==> src/hw/rtl/bdq_pkg.sv <==
package bdq_pkg;

	// Fixed field widths of the channels
	localparam int CMD_W    = 3;
	localparam int VAL_W    = 32;
	localparam int STATUS_W = 2;
	localparam int POS_W    = 6;
	localparam int COUNT_W  = 7;

	// Default sizing
	localparam int DEF_CAPACITY   = 64;
	localparam int DEF_DATA_WIDTH = 32;

	typedef enum logic [CMD_W-1:0] {
		CMD_PUSH_FRONT = 3'd0,
		CMD_PUSH_BACK  = 3'd1,
		CMD_POP_FRONT  = 3'd2,
		CMD_POP_BACK   = 3'd3,
		CMD_REMOVE     = 3'd4,
		CMD_SEARCH     = 3'd5,
		CMD_PEEK       = 3'd6
	} cmd_t;

	typedef enum logic [STATUS_W-1:0] {
		ST_OK        = 2'd0,
		ST_EMPTY     = 2'd1,
		ST_NOT_FOUND = 2'd2,
		ST_FULL      = 2'd3
	} status_t;

	// Broadcast control to every cell, already gated by item acceptance
	typedef struct packed {
		logic push_front;
		logic push_back;
		logic pop_front;
		logic remove_hit;
	} cell_ctl_t;

endpackage

==> src/hw/rtl/bdq_find.sv <==
module bdq_find #(
	parameter int CAPACITY = bdq_pkg::DEF_CAPACITY,
	localparam int IDX_W   = $clog2(CAPACITY)
) (
	input  logic [CAPACITY-1:0] hit,
	output logic [CAPACITY-1:0] prefix,
	output logic                found,
	output logic [IDX_W-1:0]    pos
);
	import bdq_pkg::*;

	localparam int LVLS = $clog2(CAPACITY);

	logic [CAPACITY-1:0] lvl [LVLS+1];
	logic [CAPACITY-1:0] first;

	// Spread each hit toward the back in log steps
	always_comb begin
		lvl[0] = hit;
		for (int l = 0; l < LVLS; l++) begin
			lvl[l+1] = lvl[l] | (lvl[l] << (1 << l));
		end
	end

	assign prefix = lvl[LVLS];
	assign found  = prefix[CAPACITY-1];
	assign first  = prefix & ~(prefix << 1);

	// Encode the one-hot first match
	always_comb begin
		pos = '0;
		for (int i = 0; i < CAPACITY; i++) begin
			if (first[i]) begin
				pos = pos | IDX_W'(i);
			end
		end
	end

endmodule

==> config.mk <==
export PLATFORM = sky130hd
export DESIGN_NAME = bdq_find
export DESIGN_NICKNAME = d
export VERILOG_FILES = /design/src/hw/rtl/bdq_pkg.sv /design/src/hw/rtl/bdq_find.sv
export SDC_FILE = /design/constraint.sdc
export NUM_CORES = 1
export LEC_CHECK = 0
export BUFFER_PORTS_ARGS = -buffer_cell sky130_fd_sc_hd__buf_4
export CORE_ASPECT_RATIO = 1.2
export CORE_MARGIN = 1.5
export CORE_UTILIZATION = 40
export DETAILED_ROUTE_END_ITERATION = 10
export PLACE_DENSITY = 0.85
export SKIP_LAST_GASP = 1
export SYNTH_ARGS = -nofsm -noshare
export SYNTH_HDL_FRONTEND = slang
export SYNTH_SLANG_ARGS = --single-unit
==> constraint.sdc <==
create_clock -name vclk -period 3.7
set_input_delay 0.37 -clock vclk [all_inputs]
set_output_delay 0.37 -clock vclk [all_outputs]
set_load 0.005 [all_outputs]
Word level (Yosys, flattened, before mapping)
Cells that the tools add are included.

operators by class
  multipliers = 0
  equality and inequality tests = 0
  shift operators = 0
  multiplexer cells = 63
  add/sub/neg operators = 0
  magnitude comparators = 0
  bitwise operators = 8
  reduce and logical (&&, ||, !) cells = 0
  div/mod/pow operators = 0

operators with widths
  operator            count
  64-bit OR           6
  6-bit two-way mux   32
  5-bit two-way mux   16
  64-bit bitwise AND  1
  64-bit inverter     1
  4-bit two-way mux   8
  3-bit two-way mux   4
  2-bit two-way mux   2
  1-bit two-way mux   1

storage, ports and cells
  input bits = 64
  ROM bits = 0
  register bits = 0
  logic and storage cells = 71
  bits in latches = 0
  bits in writable memories = 0
  output and inout bits = 71
  memories = 0

Depth between registers and ports, before layout
Gate-level depths: netlist of the first run.

  word-level depth = 71
  gate-level depth with buffers = 11

Worst setup path after synthesis of the first run
No wires, ideal clock.

  path type = input to output
  start point = input hit[37]
  end point = output pos[5]
  slack = 0.793 ns
  arrival time = 2.537 ns
  cell stages on the path = 9
  data required time = 3.330 ns
  cell sequence = or4_4 -> nor4_1 -> and4_1 -> buf_6 -> inv_6 -> or3_4 -> mux2_4 -> nor4_2 -> o2111ai_1

between the ends
  elaborated cells on any way between the ends = 35
  classes of those cells = mux: 27; bitwise: 8

RTL lines
  element                                                         line                            text
  start: declaration                                              bdq_find.sv:5                   input logic [CAPACITY-1:0] hit,
  64-bit OR (*) (6 in a row)                                      bdq_find.sv:21                  lvl[l+1] = lvl[l] | (lvl[l] << (1 << l));
  named net prefix[39]                                            bdq_find.sv:6                   output logic [CAPACITY-1:0] prefix,
  64-bit bitwise AND (*)                                          bdq_find.sv:27                  assign first = prefix & ~(prefix << 1);
  6-bit two-way mux / 64-bit bitwise AND (equally long branches)  bdq_find.sv:33, bdq_find.sv:27
  6-bit two-way mux (*) (24 in a row)                             bdq_find.sv:33                  if (first[i]) begin
  end: declaration                                                bdq_find.sv:8                   output logic [IDX_W-1:0] pos

The timed path passes the listed nets; every way through them passes the cells marked *.

Worst setup path in the final report of the first run
  start point = input hit[27]
  end point = output pos[5]

between the ends
  longest elaborated chain between the ends = 40

ends and longest elaborated chain
  element                          line
  64-bit OR (*) (6 in a row)       bdq_find.sv:21
  64-bit inverter                  bdq_find.sv:27
  64-bit bitwise AND (*)           bdq_find.sv:27
  6-bit two-way mux (31 in a row)  bdq_find.sv:33
  6-bit two-way mux (*)            bdq_find.sv:33

Mark *: on every way between the ends. The rest lies on a longest branch, timed or not.

==> qor.yml, run 1 <==
status: "finished, final reports clean"
report.final.slew_viol_count: 0
rsz0062_at_grt: "false"
yosysWarnings: 0
worstMarginPinSlew_ps: 650
required_ps: 3330
floorplan.rows: 24
syn_nets: 319
post_cts_resized: 0
irDropWorstVdd_v: 0.0000453
synth_area_leaders: "nor2_1, nor3_1, nand3_1, or3_1, inv_1"
fin_nets: 455
core_area_um2: 3630
maxCapViolCount: 0
grt_pass1_vias: 2345
grt_pass1_wl_um: 10500
overflow: 0
dp_slack_ps: 181
yosysUniqueCellTypes: 52
start_util: 0.415
antenna_found_initial: 0
ios: 135
seq_cells: 0
holdPathStages: 2
post-cts-setup-buffer-count: 0
port_buffers: 135
path_max_fanout: 8
min-delay-start: "hit[0]"
hold_path_class: "in2out"
period_needed_ps: 3610
die_height_um: 70.3
yosysTopAreaCell: "nor2_1"
avgSynthCellArea_um2: 5.91
hpwl_um: 5940
route.vias.total: 2577
leakage_nw: 1.01
p_per_area_nw_per_um2: 47.0
slew_headroom: 0.561
viasPerCell: 5.84
n_clock_buffer: 0
worstSetupPathType: "in2out"
setup-tns-final_ps: 0
syn_inst: 255
drive_gt1_frac: 0.434
hold_viol: 0
syn_area_um2: 1510
final_cell_mix: "buf_4, nor2_1, nor3_1"
fin_ws_ps: 94.0
critPathLaunchType: "input port"
syn2layout_area_growth_pct: 71.3
die_area_um2: 4150
fin_hold_ws_ps: 951
gp_congestion: 0.937
grt_max_degree: 11
final_antenna_net_count: 0
wirelength_um: 6880
min_to: "prefix[0]"
grt_util_all_layers: 0.309
fmax_mhz: 277
synth-seq-area-share: 0
drcViolationCount: 0
synth_top_area_frac: 0.0846
end_kind: "output port"
die_w_um: 59.0
regArea_um2: 0
firstDrtPassIters: 5
period_share: 0.975
diodes: 0
wire_per_inst_um: 15.6
cp.arrival_ps: 3240
drtIter0Drc: 209
layout_commonest_cell: "buf_4"
setup_viol_count_final: 0
cts_hold_buf: 0
final_cells: 441
placed_cells: 441
worst max path at each step:
| stage | from | end | cells after the start |
|---|---|---|---|
| 2_1_floorplan | hit[37] | pos[5] | 9 |
| 3_3_place_gp | hit[27] | pos[5] | 10 |
| 3_5_place_dp | hit[27] | pos[5] | 10 |
| 4_1_cts | hit[27] | pos[5] | 10 |
| 5_1_grt | hit[27] | pos[5] | 10 |
| 6_report | hit[27] | pos[5] | 10 |
metal layers:
metal	wire length, um	GRT usage
met5	0	0
met1	2620	0.360
met4	85	0.0328
met2	3640	0.601
met3	533	0.0259
power by group:
part	switching (W)	internal (W)	leakage, nW
clock network	0	0	0
logic	0.0000561	0.0000654	1.01
registers	0	0	0
total	0.0000561	0.0000654	1.01
area by class of cell:
class / count / area (um2)
Inverter: 25 / 98.8
Multi-Input combinational cell: 222 / 1350
Fill cell: 337 / 1050
Tap cell: 52 / 65.1
Timing Repair Buffer: 142 / 1070
critical path, stage by stage:
cell	delay (ps)
buf_4	120
or4_1	570
nor4b_1	330
and3_1	350
inv_2	140
nor3b_2	300
inv_1	110
a2111oi_1	500
o2111ai_1	240
buf_4	200
cell families after synthesis:
| group | synth area share |
|---|---|
| buffers and inverters | 0.104 |
| AOI/OAI and AO/OA | 0.199 |
| muxes | 0.0166 |
| and+or+nand+nor | 0.681 |
per-stage QoR:
stage	instance area (um2)	utilization	power, W
finish	2580	0.711	0.000121
global route	2580	0.711	0.000131
CTS	2580	0.710	0.000120
detailed placement	2580	0.710	0.000120
global placement	2580	0.710	0.000118
floorplan	1510	-	0.0000355
cells in the mapped netlist, drive strengths merged (3+ instances only):
| library cell | instances |
|---|---|
| nor2 | 37 |
| inv | 25 |
| nor3 | 25 |
| nand3 | 21 |
| nand2 | 18 |
| or3 | 18 |
| nor4 | 14 |
| a21oi | 10 |
| or4 | 10 |
| nand2b | 7 |
| or2 | 7 |
| buf | 6 |
| nand4 | 5 |
| a2111oi | 4 |
| a211oi | 4 |
| o2111ai | 4 |
| o22ai | 4 |
| nor4b | 3 |
(Power assumes the default switching activity.)
==> inputs of run 2 (changes only) <==
==> constraint.sdc (replaced) <==
create_clock -name vclk -period 4
set_input_delay 0.4 -clock vclk [all_inputs]
set_output_delay 0.4 -clock vclk [all_outputs]
set_load 0.005 [all_outputs]
==> run 2 against run 1 <==
Effect of this change:
- non-clock buffer count is 2 lower
- critical path depth grew 2
- largest power group unchanged
- via count shrank 0.93%
- worst setup slack gained 330 ps
- global-route usage rose by 0.63 points
- first-iteration DRC count shrank 38%
- combinational power down 7%
- sequential share of layout area unchanged
- flip-flop and latch count unchanged
- design area decreased by 0.63%
==> qor.yml, run 2 (synthesized netlist as in run 1, its figures left out) <==
status: "finished, final reports clean"
die_area_um2: 4150  # unchanged
seq_cells: 0  # unchanged
ios: 135  # unchanged
firstDrtPassIters: 4  # -1
drtIter0Drc: 129  # -38%
die_w_um: 59.0  # unchanged
start_util: 0.415  # unchanged
post-cts-setup-buffer-count: 0  # unchanged
syn2layout_area_growth_pct: 70.2
grt_pass1_wl_um: 10700  # +1.4%
diodes: 0  # unchanged
regArea_um2: 0  # unchanged
total_power_w: 0.000112  # -8.0%
required_ps: 3600  # +270 ps
period_share: 0.893
n_clock_buffer: 0  # unchanged
final_cell_mix: "buf_4, nor2_1, nor3_1"
setup-tns-final_ps: 0  # unchanged
cts_hold_buf: 0  # unchanged
irDropWorstVdd_v: 0.0000409  # -9.9%
fmax_mhz: 280
viasPerCell: 5.82  # -0.48%
hold_path_class: "in2out"
final_antenna_net_count: 0  # unchanged
port_buffers: 135  # unchanged
hold_viol: 0  # unchanged
report.final.slew_viol_count: 0  # unchanged
layout_commonest_cell: "buf_4"
slew_headroom: 0.601  # +0.0403
wire_per_inst_um: 15.4  # -1.6%
leakage_nw: 0.999  # -1.1%
grt_util_all_layers: 0.315  # +0.00627
cp-startpoint: "hit[11]"
p_per_area_nw_per_um2: 43.5  # -7.4%
maxCapViolCount: 0  # unchanged
hpwl_um: 5870  # -1.2%
grt_pass1_vias: 2378  # +1.4%
setup_viol_count_final: 0  # unchanged
fin_nets: 453  # -0.44%
die_height_um: 70.3  # unchanged
period_needed_ps: 3570
end_kind: "output port"
rsz0062_at_grt: "false"
floorplan.rows: 24  # unchanged
antenna_found_initial: 0  # unchanged
worstMarginPinSlew_ps: 591  # -59.6 ps
overflow: 0  # unchanged
route.vias.total: 2553  # -0.93%
cp.arrival_ps: 3170  # -70 ps
drive_gt1_frac: 0.429  # -0.00551
drcViolationCount: 0  # unchanged
post_cts_resized: 0  # unchanged
worstSetupPathType: "in2out"
path_max_fanout: 7  # -1
gp_congestion: 0.996  # +6.3%
core_area_um2: 3630  # unchanged
wirelength_um: 6740  # -2.0%
crit_end: "pos[0]"
critPathLaunchType: "input port"
grt_max_degree: 12  # +1
## run 2: worst max-delay path: stages
cell and delay, ps:
buf_4 130, nor4_1 430, and4_1 420, nand3_2 210, or3_4 390, nor3_2 200, inv_1 90, nand3_1 110
o2111ai_1 130, nor4_2 340, nand3_1 150, buf_4 170
## run 2: power breakdown
| group | leakage, nW | internal, W | switching, W | total, W |
|---|---|---|---|---|
| logic | 0.999 | 0.0000600 | 0.0000517 | 0.000112 |
| clock network | 0 | 0 | 0 | 0 |
| registers | 0 | 0 | 0 | 0 |
## run 2: cell type report
| cell class | instances | area (um2) |
|---|---|---|
| fill | 339 | 1070 |
| inverter | 25 | 98.8 |
| multi-input combinational | 222 | 1350 |
| tap | 52 | 65.1 |
| timing repair buffer | 140 | 1050 |
## run 2: worst min-delay path by stage
stage                 from        end  slack [ps]  cells after the start
floorplan           hit[0]  prefix[0]         880                      1
global placement    hit[0]  prefix[0]        1010                      2
detailed placement  hit[0]  prefix[0]        1010                      2
CTS                 hit[0]  prefix[0]        1010                      2
global route        hit[0]  prefix[0]        1030                      2
finish              hit[0]  prefix[0]        1020                      2
## run 2: routing by layer
layer | wire length (um) | vias up | track usage | part of all wire
met2 | 3460 | 136 | 0.590 | 0.51
met4 | 179 | 0 | 0.0884 | 0.027
met3 | 525 | 20 | 0.0222 | 0.078
met5 | 0 | - | 0 | 0
met1 | 2580 | 1146 | 0.367 | 0.38
li1 | - | 1251 | - | -
## run 2: stage by stage
step	util	cell area [um2]	cells	hold WS, ps	worst slack, ps
floorplan	-	1510	255	881	1030
global placement	0.706	2570	439	1010	514
detailed placement	0.706	2570	439	1010	490
CTS	0.706	2570	439	1010	484
global route	0.706	2570	439	1030	260
finish	0.706	2570	439	1020	429
