## src/hw/rtl/bdq_pkg.sv

```systemverilog
package bdq_pkg;

	// Fixed field widths of the channels
	localparam int CMD_W    = 3;
	localparam int VAL_W    = 32;
	localparam int STATUS_W = 2;
	localparam int POS_W    = 6;
	localparam int COUNT_W  = 7;

	// Default sizing
	localparam int DEF_CAPACITY   = 64;
	localparam int DEF_DATA_WIDTH = 32;

	typedef enum logic [CMD_W-1:0] {
		CMD_PUSH_FRONT = 3'd0,
		CMD_PUSH_BACK  = 3'd1,
		CMD_POP_FRONT  = 3'd2,
		CMD_POP_BACK   = 3'd3,
		CMD_REMOVE     = 3'd4,
		CMD_SEARCH     = 3'd5,
		CMD_PEEK       = 3'd6
	} cmd_t;

	typedef enum logic [STATUS_W-1:0] {
		ST_OK        = 2'd0,
		ST_EMPTY     = 2'd1,
		ST_NOT_FOUND = 2'd2,
		ST_FULL      = 2'd3
	} status_t;

	// Broadcast control to every cell, already gated by item acceptance
	typedef struct packed {
		logic push_front;
		logic push_back;
		logic pop_front;
		logic remove_hit;
	} cell_ctl_t;

endpackage

```

## src/hw/rtl/bdq_cell.sv

```systemverilog
module bdq_cell #(
	parameter int IDX        = 0,
	parameter int CAPACITY   = bdq_pkg::DEF_CAPACITY,
	parameter int DATA_WIDTH = bdq_pkg::DEF_DATA_WIDTH,
	localparam int CNT_W     = $clog2(CAPACITY + 1)
) (
	input  logic                  clk,
	input  logic [DATA_WIDTH-1:0] key,
	input  logic [DATA_WIDTH-1:0] left_d,
	input  logic [DATA_WIDTH-1:0] right_d,
	input  bdq_pkg::cell_ctl_t    ctl,
	input  logic [CNT_W-1:0]      count,
	input  logic                  shift_hit,
	output logic [DATA_WIDTH-1:0] data,
	output logic                  match,
	output logic [DATA_WIDTH-1:0] back_part
);
	import bdq_pkg::*;

	logic [DATA_WIDTH-1:0] data_q;
	logic [DATA_WIDTH-1:0] data_nxt;
	logic                  we;
	logic                  in_use;
	logic                  is_last;

	// Locate this cell within the held sequence
	assign in_use  = CNT_W'(IDX) < count;
	assign is_last = CNT_W'(IDX + 1) == count;

	// Compare against the key and offer the back entry
	assign match     = in_use && (data_q == key);
	assign back_part = is_last ? data_q : '0;
	assign data      = data_q;

	// Pick the next word: from the left, the key, or from the right
	always_comb begin
		we       = 1'b0;
		data_nxt = data_q;
		if (ctl.push_front) begin
			we       = 1'b1;
			data_nxt = left_d;
		end else if (ctl.push_back && (CNT_W'(IDX) == count)) begin
			we       = 1'b1;
			data_nxt = key;
		end else if (ctl.pop_front || (ctl.remove_hit && shift_hit)) begin
			we       = 1'b1;
			data_nxt = right_d;
		end
	end

	// Hold the entry
	always_ff @(posedge clk) begin
		if (we) begin
			data_q <= data_nxt;
		end
	end

endmodule

```

## config.mk

```make
export PLATFORM = sky130hd
export DESIGN_NAME = bdq_cell
export DESIGN_NICKNAME = d
export VERILOG_FILES = /design/src/hw/rtl/bdq_pkg.sv /design/src/hw/rtl/bdq_cell.sv
export SDC_FILE = /design/constraint.sdc
export NUM_CORES = 1
export LEC_CHECK = 0
export BUFFER_PORTS_ARGS = -buffer_cell sky130_fd_sc_hd__buf_4
export CAP_MARGIN = 20
export CORE_AREA = 5 5 79 81
export DETAILED_ROUTE_END_ITERATION = 16
export DIE_AREA = 0 0 84 86
export PLACE_DENSITY = 0.83
export SLEW_MARGIN = 25
export SYNTH_ARGS = -nofsm -noshare
export SYNTH_HDL_FRONTEND = slang
export SYNTH_SLANG_ARGS = --single-unit
export TNS_END_PERCENT = 5
```

## constraint.sdc

```tcl
create_clock -name clk -period 3.4 [get_ports clk]
set_input_delay 0.17 -clock clk [delete_from_list [all_inputs] [get_ports clk]]
set_output_delay 0.17 -clock clk [all_outputs]
set_load 0.01 [all_outputs]
```

# Yosys cells after proc, flatten, opt, wreduce, memory -nomap -nowiden
# Cells that the tools add are included.
# Widths: inputs -> output; s select.
# classes
magnitude_cmp	1
eq_ne	2
muxes	7
n_reduce_logical	7
# op_table
operator	count
$mux 32	4
$eq 32x32->1	1
$eq 1x7->1 const A	1
$logic_not 7->1	1
$lt 1x7->1 const A	1
$logic_and 1x1->1	3
$mux 1	3
$reduce_bool 3->1	1
$reduce_and 2->1	1
$logic_or 1x1->1	1
# word_totals
reg_bits	32

# Depth between registers and ports, before layout
# Gate-level depths: netlist (run 1).
# logic_depth
depth_word	6
ltp_mapped	6
depth_no_buf	4

# Least setup slack after synthesis (run 1)
# Ideal clock, no wire load.
# synth_path
path_kind	input to register
start	input count[5]
end	register data_q[0], in the netlist data[0] (enable)
t_arrival_ps	1623
required_ps	3011
path_slack_ps	1387
cell_stages	5
path_cell_list	nor4_2 nand4b_1 buf_6 buf_8 nand2_1
# synth_via
elab_chain_cells	5
# synth_lines
item	line_no	rtl
start: declaration	bdq_cell.sv:12	input logic [CNT_W-1:0] count,
$logic_not 7->1 *	bdq_cell.sv:42	end else if (ctl.push_back && (CNT_W'(IDX) == count)) begin
$logic_and 1x1->1 *	bdq_cell.sv:42	
$mux 1	bdq_cell.sv:42	
$mux 1	bdq_cell.sv:39	if (ctl.push_front) begin
$reduce_and 2->1 (no line) *	n/a	
end signal: assignment	bdq_cell.sv:54	data_q <= data_nxt;
end: declaration	bdq_cell.sv:20	logic [DATA_WIDTH-1:0] data_q;
# Mark *: on every way between the ends. The rest lies on a longest branch, timed or not.
# A chain may end at the register's enable or synchronous reset.

# Worst setup path after layout (run 1)
# layout_path
start	register data_q[3], in the netlist data[3]
end	output match
# layout_via
elab_chain_cells	2
# layout_lines
item	line_no	rtl
$eq 32x32->1	bdq_cell.sv:31	assign match = in_use && (data_q == key);
$logic_and 1x1->1	bdq_cell.sv:31	
end: declaration	bdq_cell.sv:15	output logic match,
# Every way passes these cells.

==> results of run 1 <==
-- per-layer routing --
layer | up-vias | track usage | routed length (um)
met3 | 12 | 0.06436 | 620
met5 | - | 0 | 0
met1 | 1050 | 0.2375 | 2851
met2 | 111 | 0.3760 | 3981
li1 | 1129 | - | -
met4 | 0 | 0.05702 | 136
-- layout make-up --
cell class                 instances  area [sq um]  area share
tap                               72         90.09     0.02467
multi-input combinational        179          1200      0.3285
clock buffer                       7         76.32     0.02090
sequential                        32         960.9      0.2631
timing repair buffer             176          1321      0.3618
clock inverter                     1         3.754    0.001028
-- worst min path at each step --
stage / from / end
4_1_cts: left_d[5] / data[5]
3_5_place_dp: left_d[22] / data[22]
2_1_floorplan: left_d[26] / data[26]
3_3_place_gp: left_d[26] / data[26]
6_report: left_d[5] / data[5]
5_1_grt: left_d[24] / data[24]
-- tightest hold or removal path, cell delays in order --
cell and delay [ns]:
buf_4 0.08, nand2_1 0.04, o21ai_1 0.06
-- report_power, final --
part	total, mW	switching (mW)	internal, mW
Clock	0.271	0.129	0.142
Combinational	0.313	0.131	0.181
Sequential	0.537	0.0462	0.491
Total	1.12	0.306	0.814
-- cell families after synthesis --
group           count (synthesis)  share of synthesized area
flops                          32                     0.4262
compound gates                 33                    0.07436
simple gates                   82                     0.1915
xor+xnor                       32                     0.1243
buf+inv                        14                    0.04162
mux                            32                     0.1421
-- cells in the final DEF (no fill, tap or decap) --
master	Yosys	routed
o21ai_1	29	29
and3_2	1	1
nand4b_1	1	1
mux2i_1	32	32
clkbuf_8	0	5
nor4_2	1	1
nor2_1	2	2
and2_1	32	32
buf_4	0	176
nor3_1	1	1
nor4_1	8	8
o21ai_0	3	3
xor2_1	32	32
nand4_1	2	2
nand2_1	34	34
edfxtp_1	32	32
a211oi_1	1	1
clkbuf_1	10	2
clkinv_1	0	1
==> impl_metrics.toml, run 1 <==
[routing]
first_pass_iters = 4
drt-total-wl_um = 7589
wl_per_cell_um = 16.25
drtAntennaViolNets = 0
drc = 0
drtIter0Drc = 79
routed_via_density = 4.929
vias = 2302

[power]
peakVddDrop_v = 0.0002146
total_power_mw = 1.121
power_density_nw_per_um2 = 306.8
leakagePower_nw = 1.934

[worst_hold_path]
holdPathStages = 3
hp-class = "in2reg"

[setup_path]
start_kind = "flip-flop"
crit_path_end = "match"
worstSetupPathType = "reg2out"
critPathMaxFanout = 3
path_depth = 5
required_ns = 3.23
crit_family = "simple AND/OR/NAND/NOR gates"
critPathBufInv = 1
cp-startpoint = "data[3]"
endpoint_kind = "output port"
max_stage_delay_ns = 0.43
path_cells = "xor2_1, nor4_1, nand4_1, nor3_1, buf_4"
cp.arrival_ns = 1.77
crit_slowest_cell = "edfxtp_1"

[placement]
io_buffers = 173
gp_congestion = 0.8819
dp_hpwl_um = 6170
pre_cts_ws_ns = 1.381
place_area_sq_um = 3572
dp.cells = 459

[timing]
setup_violations = 0
drv_slew = 0
finalCriticalPeriod_ns = 1.936
max_freq_mhz = 516.5
finalCritPeriodShare = 0.5695
worst-slew-pin-transition_ns = 0.6265
fin_setup_tns_ns = 0
timing.final.ws_setup_ns = 1.464
hold_viol = 0
rsz0062_at_grt = "no"
slew_headroom = 0.5813
hold_slack_ns = 0.1769

[cts]
ctsHtreeMaxLevel = 2
clkTransAtPathRegs_ns = 0.06
cts_sinks = 32
postCtsSetupRepairBufs = 0
cts_buffers = 5
clockRootBuffer = "clkbuf_8"
cts_resized = 0
cts_tree = "done"
cts.path.max_buffers = 2
hold_buffers = 0

[job]
cap_viol_max_count = 0

[logic_synthesis]
synth_commonest_cells = "nand2_1 (34), and2_1 (32), edfxtp_1 (32), mux2i_1 (32), xor2_1 (32)"
synth_area_leaders = "edfxtp_1 (43%), mux2i_1 (14%), xor2_1 (12%)"
syn-num-nets = 334
yosysMostFrequentCell = "nand2_1"
synth_edf_count = 32
yosys.area.top_type = "edfxtp_1"
synth_cell_types = 18
synth.avg_cell_area_sq_um = 10.02
syn_inst = 225
synth_area_sq_um = 2255
ys_ff_latch = 32
async_flop_share = 0
ys_warn_count = 0
seq_area_frac_synth = 0.4262
synth_top_cell_area_share = 0.4262
synth_ff_type = "edfxtp_1"

[global_routing]
track_usage = 0.2078
overflow = 0
grt_pass1_wl_um = 11820
grt_max_degree = 65
grt_pass1_vias = 2406
antenna_found_initial = 0

[die]
coreArea_sq_um = 5405
die_h_um = 86
row_count = 27
start_util = 0.4171
die_w_um = 84
pin_count = 174
die_area_sq_um = 7224

[final_layout]
synthToLayoutAreaGrowth_pct = 61.99
num-nets-final = 503
fillCellCount = 464
finish.utilization = 0.6757
largest_reg_flops = 32
postLayoutCellArea_sq_um = 3652
drive_above_1_share = 0.4633
antenna_cells = 0
instances_no_fill = 467

[run_status]
status = "completed"
No activity file was read; power rests on OpenSTA's default activity.
==> inputs of run 2 (changes only) <==
Settings changed: ABC_AREA set to 1, CORE_AREA 5 5 79 81 to 5 5 85 87, DIE_AREA 0 0 84 86 to 0 0 90 92, PLACE_DENSITY 0.83 to 0.78.
Clock period 3.4 ns to 1.84 ns, I/O delays scaled along.
==> run 2 against run 1 <==
  * Cell count grew 36%
  * Sequential share of layout area shrank 2.2 points
  * Utilization shrank 4.0 points
  * Critical path depth grew 1
  * Combinational power grew 130%
  * Sequential cell count is the same
  * Die area grew 15%
  * Critical path type unchanged
  * Highest routed layer unchanged
==> impl_metrics.toml, run 2 <==
[logic_synthesis]
seq_area_frac_synth = 0.3737
synth_area_sq_um = 2571
ys_ff_latch = 32
synth_cell_types = 19
async_flop_share = 0
yosys.area.top_type = "edfxtp_1"
synth_edf_count = 32
ys_warn_count = 0
synth_area_leaders = "edfxtp_1 (37%), nand2_1 (15%), nor2_1 (12%)"
synth_top_cell_area_share = 0.3737
synth_ff_type = "edfxtp_1"
synth.avg_cell_area_sq_um = 6.644
syn_inst = 387
synth_commonest_cells = "nand2_1 (106), nor2_1 (83), inv_1 (58)"
yosysMostFrequentCell = "nand2_1"
syn-num-nets = 496

[worst_hold_path]
hp-class = "in2reg"
hold_start = "right_d[20]"
whs_endpoint = "data[20]"
holdPathStages = 3

[die]
row_count = 29
die_area_sq_um = 8280
coreArea_sq_um = 6277
pin_count = 174
die_w_um = 90
start_util = 0.4096
die_h_um = 92

[routing]
first_pass_iters = 5
drt-total-wl_um = 9337
met3_length_um = 884
drtIter0Drc = 97
wl_met2_um = 4794
route.top_layer_used = "met4"
vias = 3148
drtAntennaViolNets = 0
routed_via_density = 4.965
wl_per_cell_um = 14.73
drt-met1-wl_um = 3596
drc = 0

[cts]
ctsHtreeMaxLevel = 2
cts_resized = 0
cts_buffers = 5
clkTransAtPathRegs_ns = 0.07
postCtsSetupRepairBufs = 0
cts.path.max_buffers = 2
clockRootBuffer = "clkbuf_8"
hold_buffers = 0
cts_tree = "done"
cts_sinks = 32

[timing]
fin_setup_tns_ns = 0
finalCriticalPeriod_ns = 1.562
hold_viol = 0
finalCritPeriodShare = 0.8491
timing.final.ws_setup_ns = 0.2777
slew_headroom = 0.7400
rsz0062_at_grt = "no"
max_freq_mhz = 640.1
hold_slack_ns = 0.1567
worst-slew-pin-transition_ns = 0.3900
setup_violations = 0
drv_slew = 0

[placement]
io_buffers = 173
gp_congestion = 0.8184
dp.cells = 626
dp_hpwl_um = 7406
pre_cts_ws_ns = 0.4285

[final_layout]
layout_commonest_cell = "buf_4"
instances_no_fill = 634
num-nets-final = 665
antenna_cells = 0
layout_common_cells = "buf_4 (181), nand2_1 (106), nor2_1 (83), inv_1 (57), nand3_1 (36)"
drive_above_1_share = 0.3537
synthToLayoutAreaGrowth_pct = 55.08
largest_reg_flops = 32

[power]
power_density_nw_per_um2 = 553.6
clkPwrFrac = 0.233
comb_power_share = 0.325
power.switching_mw = 0.6705
leakagePower_nw = 2.209
p_int_mw = 1.537
p_sw_frac = 0.3037
pwr-share-seq = 0.442
peakVddDrop_v = 0.0004482
total_power_mw = 2.208

[setup_path]
required_ns = 1.75
critPathMaxFanout = 3
cp.arrival_ns = 1.47
worstSetupPathType = "reg2out"
endpoint_kind = "output port"
start_kind = "flip-flop"

[global_routing]
grt_max_degree = 39
grt_pass1_wl_um = 14670
track_usage = 0.2156
antenna_found_initial = 0
grt_pass1_vias = 3103
overflow = 0

[run_status]
status = "completed"

[job]
cap_viol_max_count = 0
run 2: cell count changes after synthesis, moves of 31 or more:
| cell | change |
|---|---|
| a31oi_1 | +32 |
| and2_1 | -32 |
| inv_1 | +58 |
| mux2i_1 | -32 |
| nand2_1 | +72 |
| nand3_1 | +37 |
| nor2_1 | +81 |
| xor2_1 | -31 |
run 2: worst max path at each step:
stage | from | endpoint | cells after the start
after global routing | data[5] | match | 9
after floorplan | ctl[3] | data[0] | 4
after CTS | data[18] | match | 6
after global placement | count[5] | data[29] | 7
final | data[18] | match | 6
after detailed placement | count[5] | data[8] | 7
run 2: final cells by class:
class	instances	area (sq um)
Inverter	58	217.7
Clock inverter	1	3.754
Timing Repair Buffer	182	1379
Sequential cell	32	960.9
Clock buffer	7	76.32
Fill cell	580	2290
Tap cell	77	96.34
Multi-Input combinational cell	277	1254
run 2: kinds of logic after synthesis:
| kind of cell | after synthesis | synth area share |
|---|---|---|
| AO/OA/AOI/OAI | 33 | 0.07980 |
| flip-flops | 32 | 0.3737 |
| buffers and inverters | 78 | 0.1406 |
| XOR/XNOR | 7 | 0.02384 |
| AND/OR/NAND/NOR | 237 | 0.3820 |
run 2: stage by stage:
step | utilization | cell area, sq um
after floorplan | - | 2576
after global placement | 0.6225 | 3908
after detailed placement | 0.6225 | 3908
after CTS | 0.6352 | 3988
after global routing | 0.6352 | 3988
final | 0.6352 | 3988
run 2: worst max-delay path: stages, from the launching register on:
cell and delay [ns]:
edfxtp_1 0.43, xnor2_1 0.18, nand3_1 0.13, nor2_1 0.11, nand3_1 0.10, nor2_1 0.11, buf_4 0.13
run 2: power by group through the flow:
| stage | registers (mW) | logic [mW] | clock network [mW] |
|---|---|---|---|
| 6_report | 0.976 | 0.716 | 0.515 |
| 5_1_grt | 0.984 | 0.787 | 0.575 |
| 4_1_cts | 0.975 | 0.721 | 0.532 |
| 3_5_place_dp | 0.988 | 0.721 | 0 |
| 3_3_place_gp | 0.986 | 0.709 | 0 |
| 2_1_floorplan | 1.02 | 0.273 | 0 |
run 2: metal layers:
layer | up-vias | GRT usage
met1 | 1436 | 0.2531
met5 | - | 0
met3 | 6 | 0.07201
li1 | 1563 | -
met2 | 143 | 0.3835
met4 | 0 | 0.04591
